**src/hdl/assert_macros.svh**
```systemverilog
// Assertion helpers for the RTL.
`ifndef ASSERT_MACROS_SVH
`define ASSERT_MACROS_SVH

`define ASSERT_ALWAYS(label, prop, msg) \
   label: assert property (@(posedge clock) disable iff (reset) (prop)) else $error(msg);

`define ASSERT_IMPLIES(label, pre, post, msg) \
   label: assert property (@(posedge clock) disable iff (reset) (pre) |-> (post)) \
      else $error(msg);

`define ASSERT_NEXT(label, pre, post, msg) \
   label: assert property (@(posedge clock) disable iff (reset) (pre) |=> (post)) \
      else $error(msg);

`endif

```
**src/hdl/rbol_pkg.sv**
```systemverilog
package rbol_pkg;

   localparam int DRAW_BITS  = 16;
   localparam int KEY_W      = 48;
   localparam int ENT_W      = 32;
   localparam int STATUS_W   = 3;
   localparam int TOTAL_W    = 7;
   localparam int REQ_DATA_W = 112;
   localparam int RSP_DATA_W = 40;

   localparam logic [1:0] OP_INSERT = 2'd0;
   localparam logic [1:0] OP_REMOVE = 2'd1;

   typedef enum logic [2:0] {
      ST_INSERTED = 3'd0,
      ST_REMOVED  = 3'd1,
      ST_CLEARED  = 3'd2,
      ST_EMPTY    = 3'd3,
      ST_FULL     = 3'd4
   } rbol_status_type;

   typedef enum logic [4:0] {
      S_IDLE, S_DECODE, S_SRCH_ADDR, S_SRCH_CMP, S_INS_NEW, S_INS_KEY, S_INS_WR,
      S_DIV_B, S_RD_FILL, S_RD_FILLW, S_DIV_E, S_PICK_A, S_PICK_D, S_TAIL_D,
      S_MV_ADDR, S_MV_KEY, S_CP_ADDR, S_CP_WR, S_FINISH
   } rbol_state_type;

   typedef enum logic [1:0] {TB_HOLD, TB_IDX, TB_COUNT, TB_DIV} rbol_tb_sel_type;
   typedef enum logic [1:0] {KF_IDX, KF_TB, KF_LAST} rbol_kf_sel_type;
   typedef enum logic [1:0] {RD_PICK, RD_TAIL, RD_COPY} rbol_rd_sel_type;
   typedef enum logic [1:0] {WR_FILL, WR_PICK, WR_COPY} rbol_wr_sel_type;
   typedef enum logic {DIV_BUCKET, DIV_ENTRY} rbol_div_sel_type;
   typedef enum logic {KEY_REQ, KEY_RD} rbol_key_src_type;
   typedef enum logic [1:0] {FILL_INC, FILL_DEC, FILL_RD} rbol_fill_src_type;
   typedef enum logic {ENT_REQ, ENT_RD} rbol_ent_src_type;

   typedef struct packed {
      logic              load_req;
      logic              count_clr;
      logic              count_inc;
      logic              count_dec;
      logic              idx_clr;
      logic              idx_inc;
      rbol_tb_sel_type   tb_sel;
      logic              p_ld;
      logic              fill_cap;
      logic              fill_zero;
      logic              cpy_clr;
      logic              cpy_inc;
      logic              got_cap;
      logic              div_start;
      rbol_div_sel_type  div_sel;
      rbol_kf_sel_type   kf_sel;
      rbol_rd_sel_type   rd_sel;
      logic              key_wr;
      rbol_key_src_type  key_src;
      logic              fill_wr;
      rbol_fill_src_type fill_src;
      logic              ent_wr;
      rbol_wr_sel_type   wr_sel;
      rbol_ent_src_type  ent_src;
      logic              res_load;
      rbol_status_type   res_status;
   } rbol_cmd_type;

   typedef struct packed {
      logic [1:0] op;
      logic       count_zero;
      logic       count_full;
      logic       idx_eq_count;
      logic       key_match;
      logic       fill_rd_full;
      logic       div_done;
      logic       fill_one;
      logic       tb_is_last;
      logic       copy_done;
      logic       out_free;
   } rbol_stat_type;

endpackage

```
**src/hdl/rbol_ctrl.sv**
```systemverilog
module rbol_ctrl import rbol_pkg::*; (
   input  logic          clock,
   input  logic          reset,
   input  logic          req_valid,
   output logic          req_ready,
   input  rbol_stat_type stat,
   output rbol_cmd_type  cmd
);

   rbol_state_type  state_ff, state_in;
   rbol_status_type code_ff, code_in;

   always_ff @(posedge clock) begin
      if (reset) begin
         state_ff <= S_IDLE;
      end else begin
         state_ff <= state_in;
      end
      code_ff <= code_in;
   end

   always_comb begin
      state_in       = state_ff;
      code_in        = code_ff;
      cmd            = '0;
      cmd.res_status = code_ff;
      req_ready      = 1'b0;
      unique case (state_ff)
         S_IDLE: begin
            req_ready = 1'b1;
            if (req_valid) begin
               cmd.load_req = 1'b1;
               state_in     = S_DECODE;
            end
         end
         S_DECODE: begin
            if (stat.op[1]) begin
               cmd.count_clr = 1'b1;
               code_in       = ST_CLEARED;
               state_in      = S_FINISH;
            end else if (stat.op == OP_INSERT) begin
               cmd.idx_clr = 1'b1;
               state_in    = S_SRCH_ADDR;
            end else if (stat.count_zero) begin
               code_in  = ST_EMPTY;
               state_in = S_FINISH;
            end else begin
               cmd.div_start = 1'b1;
               cmd.div_sel   = DIV_BUCKET;
               state_in      = S_DIV_B;
            end
         end
         S_SRCH_ADDR: begin
            cmd.kf_sel = KF_IDX;
            if (stat.idx_eq_count) begin
               if (stat.count_full) begin
                  code_in  = ST_FULL;
                  state_in = S_FINISH;
               end else begin
                  state_in = S_INS_NEW;
               end
            end else begin
               state_in = S_SRCH_CMP;
            end
         end
         S_SRCH_CMP: begin
            if (stat.key_match) begin
               if (stat.fill_rd_full) begin
                  code_in  = ST_FULL;
                  state_in = S_FINISH;
               end else begin
                  cmd.tb_sel   = TB_IDX;
                  cmd.fill_cap = 1'b1;
                  state_in     = S_INS_WR;
               end
            end else begin
               cmd.idx_inc = 1'b1;
               state_in    = S_SRCH_ADDR;
            end
         end
         S_INS_NEW: begin
            cmd.tb_sel    = TB_COUNT;
            cmd.fill_zero = 1'b1;
            cmd.count_inc = 1'b1;
            state_in      = S_INS_KEY;
         end
         S_INS_KEY: begin
            cmd.key_wr  = 1'b1;
            cmd.key_src = KEY_REQ;
            state_in    = S_INS_WR;
         end
         S_INS_WR: begin
            cmd.ent_wr   = 1'b1;
            cmd.wr_sel   = WR_FILL;
            cmd.ent_src  = ENT_REQ;
            cmd.fill_wr  = 1'b1;
            cmd.fill_src = FILL_INC;
            code_in      = ST_INSERTED;
            state_in     = S_FINISH;
         end
         S_DIV_B: begin
            cmd.div_sel = DIV_BUCKET;
            if (stat.div_done) begin
               cmd.tb_sel = TB_DIV;
               state_in   = S_RD_FILL;
            end
         end
         S_RD_FILL: begin
            cmd.kf_sel = KF_TB;
            state_in   = S_RD_FILLW;
         end
         S_RD_FILLW: begin
            cmd.kf_sel    = KF_TB;
            cmd.fill_cap  = 1'b1;
            cmd.div_start = 1'b1;
            cmd.div_sel   = DIV_ENTRY;
            state_in      = S_DIV_E;
         end
         S_DIV_E: begin
            cmd.div_sel = DIV_ENTRY;
            if (stat.div_done) begin
               cmd.p_ld = 1'b1;
               state_in = S_PICK_A;
            end
         end
         S_PICK_A: begin
            cmd.rd_sel = RD_PICK;
            state_in   = S_PICK_D;
         end
         S_PICK_D: begin
            cmd.got_cap = 1'b1;
            cmd.rd_sel  = RD_TAIL;
            state_in    = S_TAIL_D;
         end
         S_TAIL_D: begin
            cmd.ent_wr   = 1'b1;
            cmd.wr_sel   = WR_PICK;
            cmd.ent_src  = ENT_RD;
            cmd.fill_wr  = 1'b1;
            cmd.fill_src = FILL_DEC;
            code_in      = ST_REMOVED;
            if (stat.fill_one && stat.tb_is_last) begin
               cmd.count_dec = 1'b1;
               state_in      = S_FINISH;
            end else if (stat.fill_one) begin
               state_in = S_MV_ADDR;
            end else begin
               state_in = S_FINISH;
            end
         end
         S_MV_ADDR: begin
            cmd.kf_sel = KF_LAST;
            state_in   = S_MV_KEY;
         end
         S_MV_KEY: begin
            cmd.kf_sel   = KF_LAST;
            cmd.key_wr   = 1'b1;
            cmd.key_src  = KEY_RD;
            cmd.fill_wr  = 1'b1;
            cmd.fill_src = FILL_RD;
            cmd.fill_cap = 1'b1;
            cmd.cpy_clr  = 1'b1;
            state_in     = S_CP_ADDR;
         end
         S_CP_ADDR: begin
            cmd.rd_sel = RD_COPY;
            if (stat.copy_done) begin
               cmd.count_dec = 1'b1;
               state_in      = S_FINISH;
            end else begin
               state_in = S_CP_WR;
            end
         end
         S_CP_WR: begin
            cmd.ent_wr  = 1'b1;
            cmd.wr_sel  = WR_COPY;
            cmd.ent_src = ENT_RD;
            cmd.cpy_inc = 1'b1;
            cmd.rd_sel  = RD_COPY;
            state_in    = S_CP_ADDR;
         end
         S_FINISH: begin
            if (stat.out_free) begin
               cmd.res_load = 1'b1;
               state_in     = S_IDLE;
            end
         end
         default: begin
            state_in = S_IDLE;
         end
      endcase
   end

endmodule

```
**config.mk**
```make
export PLATFORM = sky130hd
export DESIGN_NAME = rbol_ctrl
export DESIGN_NICKNAME = d
export VERILOG_FILES = /design/src/hdl/assert_macros.svh /design/src/hdl/rbol_pkg.sv /design/src/hdl/rbol_ctrl.sv
export SDC_FILE = /design/constraint.sdc
export NUM_CORES = 1
export LEC_CHECK = 0
export ABC_CLOCK_PERIOD_IN_PS = 4400
export BUFFER_PORTS_ARGS = -buffer_cell sky130_fd_sc_hd__buf_2
export CORE_MARGIN = 2
export CORE_UTILIZATION = 49
export CTS_CLUSTER_DIAMETER = 200
export CTS_CLUSTER_SIZE = 28
export DETAILED_ROUTE_END_ITERATION = 12
export PLACE_DENSITY = 0.87
export SKIP_CTS_REPAIR_TIMING = 1
export SLEW_MARGIN = 40
export SYNTH_ARGS = -nofsm -noshare
export SYNTH_HDL_FRONTEND = slang
export SYNTH_SLANG_ARGS = --single-unit
```
**constraint.sdc**
```tcl
create_clock -name clock -period 4.4 [get_ports clock]
set_input_delay 0.88 -clock clock [delete_from_list [all_inputs] [get_ports clock]]
set_output_delay 0.88 -clock clock [all_outputs]
set_load 0.01 [all_outputs]
```
==> flow_metrics.py <==
metrics = {
    "global_route": {
        "grt_first_pass_wirelength_um": 4830,
        "grt_antenna_before_repair": 0,
        "maximum_number_of_pins_on_one_net_before_global_route_repair": 26,
        "global_route_total_usage_across_every_layer": 0.2524,
        "first_global_vias": 1064,
        "overflow": 0,
    },
    "clock_tree": {
        "clock_sinks": 8,
        "insertion_delay_ns": 0.25,
        "tritoncts_clock_tree": "yes",
        "clock_transition_at_path_regs_ns": 0.05,
        "cts.htree.levels": 1,
        "cts_made_buffers": 3,
        "cts_max_path_buffers": 2,
        "cts-root-buf": "clkbuf_4",
    },
    "place": {
        "placed_instance_area_sq_um": 1180,
        "detailedPlacementHpwl_um": 2261,
        "place_congestion": 0.9134,
        "placement.io_buffers": 48,
    },
    "setup_path": {
        "worst_setup_path_end_kind": "primary output",
        "critical_path.max_stage_delay_ns": 0.84,
        "crit_chain": "nand2b_1 > or3_1 > inv_1 > nand3_1 > nand2_1 > buf_2",
        "crit-reg2reg-launch": "state_ff[0]",
        "regToRegSetupSlack_ns": 2.01,
        "worst_setup_path_start_kind": "flip-flop",
        "worst-r2r-cell-count": 4,
        "slowest_stage": "dfxtp_1",
        "critPathTopFamily": "simple AND/OR/NAND/NOR gates",
        "worst-path-max-fanout": 25,
        "timing.rr.end": "code_ff[0]",
        "crit_arrival_ns": 2.25,
        "worstPathBufferInverterCount": 2,
        "worstSetupPathType": "reg -> out",
        "required_ns": 3.52,
    },
    "sta": {
        "finalHoldWorstSlack_ns": 0.8268,
        "timing.slew.headroom": 0.4638,
        "final.min_clock_period_ns": 3.131,
        "drv_slew": 0,
        "period_share": 0.7116,
        "rsz0062_at_grt": "false",
        "final-setup-viol-count": 0,
        "skew_ns": 0.004342,
        "hold_viol": 0,
        "worst-slew-pin-transition_ns": 0.8032,
        "fmaxAchievable_mhz": 319.4,
        "timing.setup.tns_ns": 0,
    },
    "synthesis": {
        "combinational_family_with_the_most_area_after_synthesis": "simple AND/OR/NAND/NOR gates",
        "postSynthNetCount": 162,
        "synth-edff-count": 3,
        "synth_top_flop_cell": "dfxtp_1",
        "synth_compound_gate_area_share": 0.2438,
        "synth_area_sq_um": 1006,
        "ys_seq_elements": 8,
        "synth_fa_ha_area_frac": 0,
        "post_synth_xor_area_fraction": 0.008706,
        "synth.yosys.seq_area_share": 0.1891,
        "synth_simple_gate_area_frac": 0.4030,
        "synth_async_sr_flop_share": 0,
        "post_synth_inst_count": 147,
        "synth.area.mux_share": 0.02114,
        "synthesis.area_per_instance_sq_um": 6.843,
        "netlist-cell-type-count": 43,
        "yosys_warnings": 0,
    },
    "power_and_ir_drop": {
        "power.combinational.fraction": 0.596,
        "irDropWorstVdd_mv": 0.2791,
        "power.net_switching_mw": 0.3136,
        "share_clk_of_total_power": 0.095,
        "internal_power_mw": 0.3074,
        "post-layout-total-power_mw": 0.6210,
        "power_density_nw_per_um2": 512.7,
        "pwr-share-seq": 0.308,
        "sw_frac_of_total": 0.5049,
        "power_leakage_nw": 0.5894,
    },
    "cells_and_area": {
        "stdcell_area_sq_um": 1211,
        "multiInputGateArea_sq_um": 686.9,
        "drive_above_1_share": 0.3279,
        "antenna_cells": 0,
        "flow.area_growth_from_synthesis_pct": 20.40,
        "seqCellArea_sq_um": 190.2,
        "layout.nets": 199,
        "fillerInstances": 201,
    },
    "route": {
        "remaining_drc_errors": 0,
        "via_per_inst": 5.900,
        "drt_iter0_markers": 60,
        "postRouteWirelength_um": 2990,
        "detail_route.first_pass.iterations": 4,
        "drtAntennaViolNets": 0,
        "vias_after_detailed_routing": 1239,
        "wire_per_inst_um": 14.24,
    },
    "run": {
        "cap_viol_max_count": 0,
    },
    "hold_path": {
        "timing.hold.worst.class": "reg -> reg",
        "worstHoldEndpoint": "state_ff[3]",
        "worst_hold_path.num_cells": 1,
        "timing.hold.worst.start": "state_ff[4]",
    },
    "die": {
        "initial_utilization": 0.5180,
        "die_area_sq_um": 2431,
        "width_of_the_die_um": 49.31,
        "die_height_um": 49.31,
        "rows": 16,
        "floorplan.core_area_sq_um": 1942,
        "boundaryPins": 49,
    },
    "run_status": {
        "status": "finished clean",
    },
}
==> kinds of logic (layout without fill, tap and decap cells) <==
kind of cell | after synthesis | in the layout
simple gates | 75 | 75
xor+xnor | 1 | 1
mux | 2 | 2
buf+inv | 25 | 61
compound gates | 36 | 36
flops | 8 | 8
==> placed cells by master (no fill, tap or decap), drive strengths merged, types with 5 or more instances in the layout <==
master | Yosys | routed
nor2b | 5 | 5
buf | 11 | 48
nor2 | 19 | 19
dfxtp | 5 | 5
inv | 9 | 9
nor3 | 7 | 7
nand2b | 8 | 8
a21oi | 13 | 13
nand2 | 14 | 14
or3 | 6 | 6
==> power by group through the flow <==
stage / registers (mW) / logic, mW / clock network [mW]
6_report: 0.191 / 0.370 / 0.0593
3_5_place_dp: 0.189 / 0.359 / 0
5_1_grt: 0.198 / 0.405 / 0.0691
4_1_cts: 0.188 / 0.361 / 0.0628
2_1_floorplan: 0.134 / 0.319 / 0
3_3_place_gp: 0.187 / 0.352 / 0
==> area by class of cell <==
type,count,share of cell area
repair buffers,48,0.1983
well taps,27,0.02789
inverters,9,0.02789
multi-input cells,114,0.5671
clock buffers,4,0.02169
flip-flops and latches,8,0.1570
==> metal layers <==
| layer | track usage | wire length [um] | vias up |
|---|---|---|---|
| met5 | 0 | 0 | - |
| met3 | 0.06442 | 341 | 7 |
| li1 | - | - | 583 |
| met4 | 0.06667 | 23 | 0 |
| met2 | 0.4459 | 1447 | 84 |
| met1 | 0.2991 | 1176 | 565 |
==> metrics by stage <==
step	utilization	setup WS (ns)	std cells
after floorplan	-	1.995	147
after global placement	0.6070	1.642	206
after detailed placement	0.6076	1.575	206
after CTS	0.6211	1.294	210
after global routing	0.6237	1.104	210
final	0.6237	1.269	210
==> worst max path at each step <==
| stage | startpoint | slack (ns) | end | cells after the start |
|---|---|---|---|---|
| final | state_ff[0] | 1.27 | cmd[29] | 6 |
| after floorplan | state_ff[2] | 2.00 | cmd[20] | 7 |
| after CTS | state_ff[0] | 1.29 | cmd[29] | 6 |
| after global routing | state_ff[0] | 1.10 | cmd[29] | 6 |
| after global placement | state_ff[0] | 1.64 | cmd[29] | 6 |
| after detailed placement | state_ff[0] | 1.57 | cmd[29] | 6 |
==> flip-flops by register name, indices dropped and copies added, names as in the netlist <==
| name | cells |
|---|---|
| code_ff | 3 |
| state_ff | 5 |
==> cells in the mapped netlist, types with 2 or more instances <==
cell type	n	area (sq um)
or3_1	5	31.28
nand2b_1	8	50.05
edfxtp_1	3	90.09
or2_2	2	12.51
clkbuf_1	5	18.77
a21oi_1	12	60.06
nand2_1	14	52.55
inv_1	9	33.78
o22ai_1	2	12.51
a31oi_1	4	25.02
o21ai_0	3	15.01
buf_2	3	15.01
buf_6	2	22.52
nor2_1	19	71.32
nand3_1	4	20.02
o21a_1	3	22.52
dfxtp_1	5	100.1
nor4_1	2	12.51
a21o_1	2	15.01
nor2b_1	5	31.28
buf_4	6	45.04
nor3_1	7	35.03
nand3b_1	2	15.01
(Power assumes the default switching activity.)
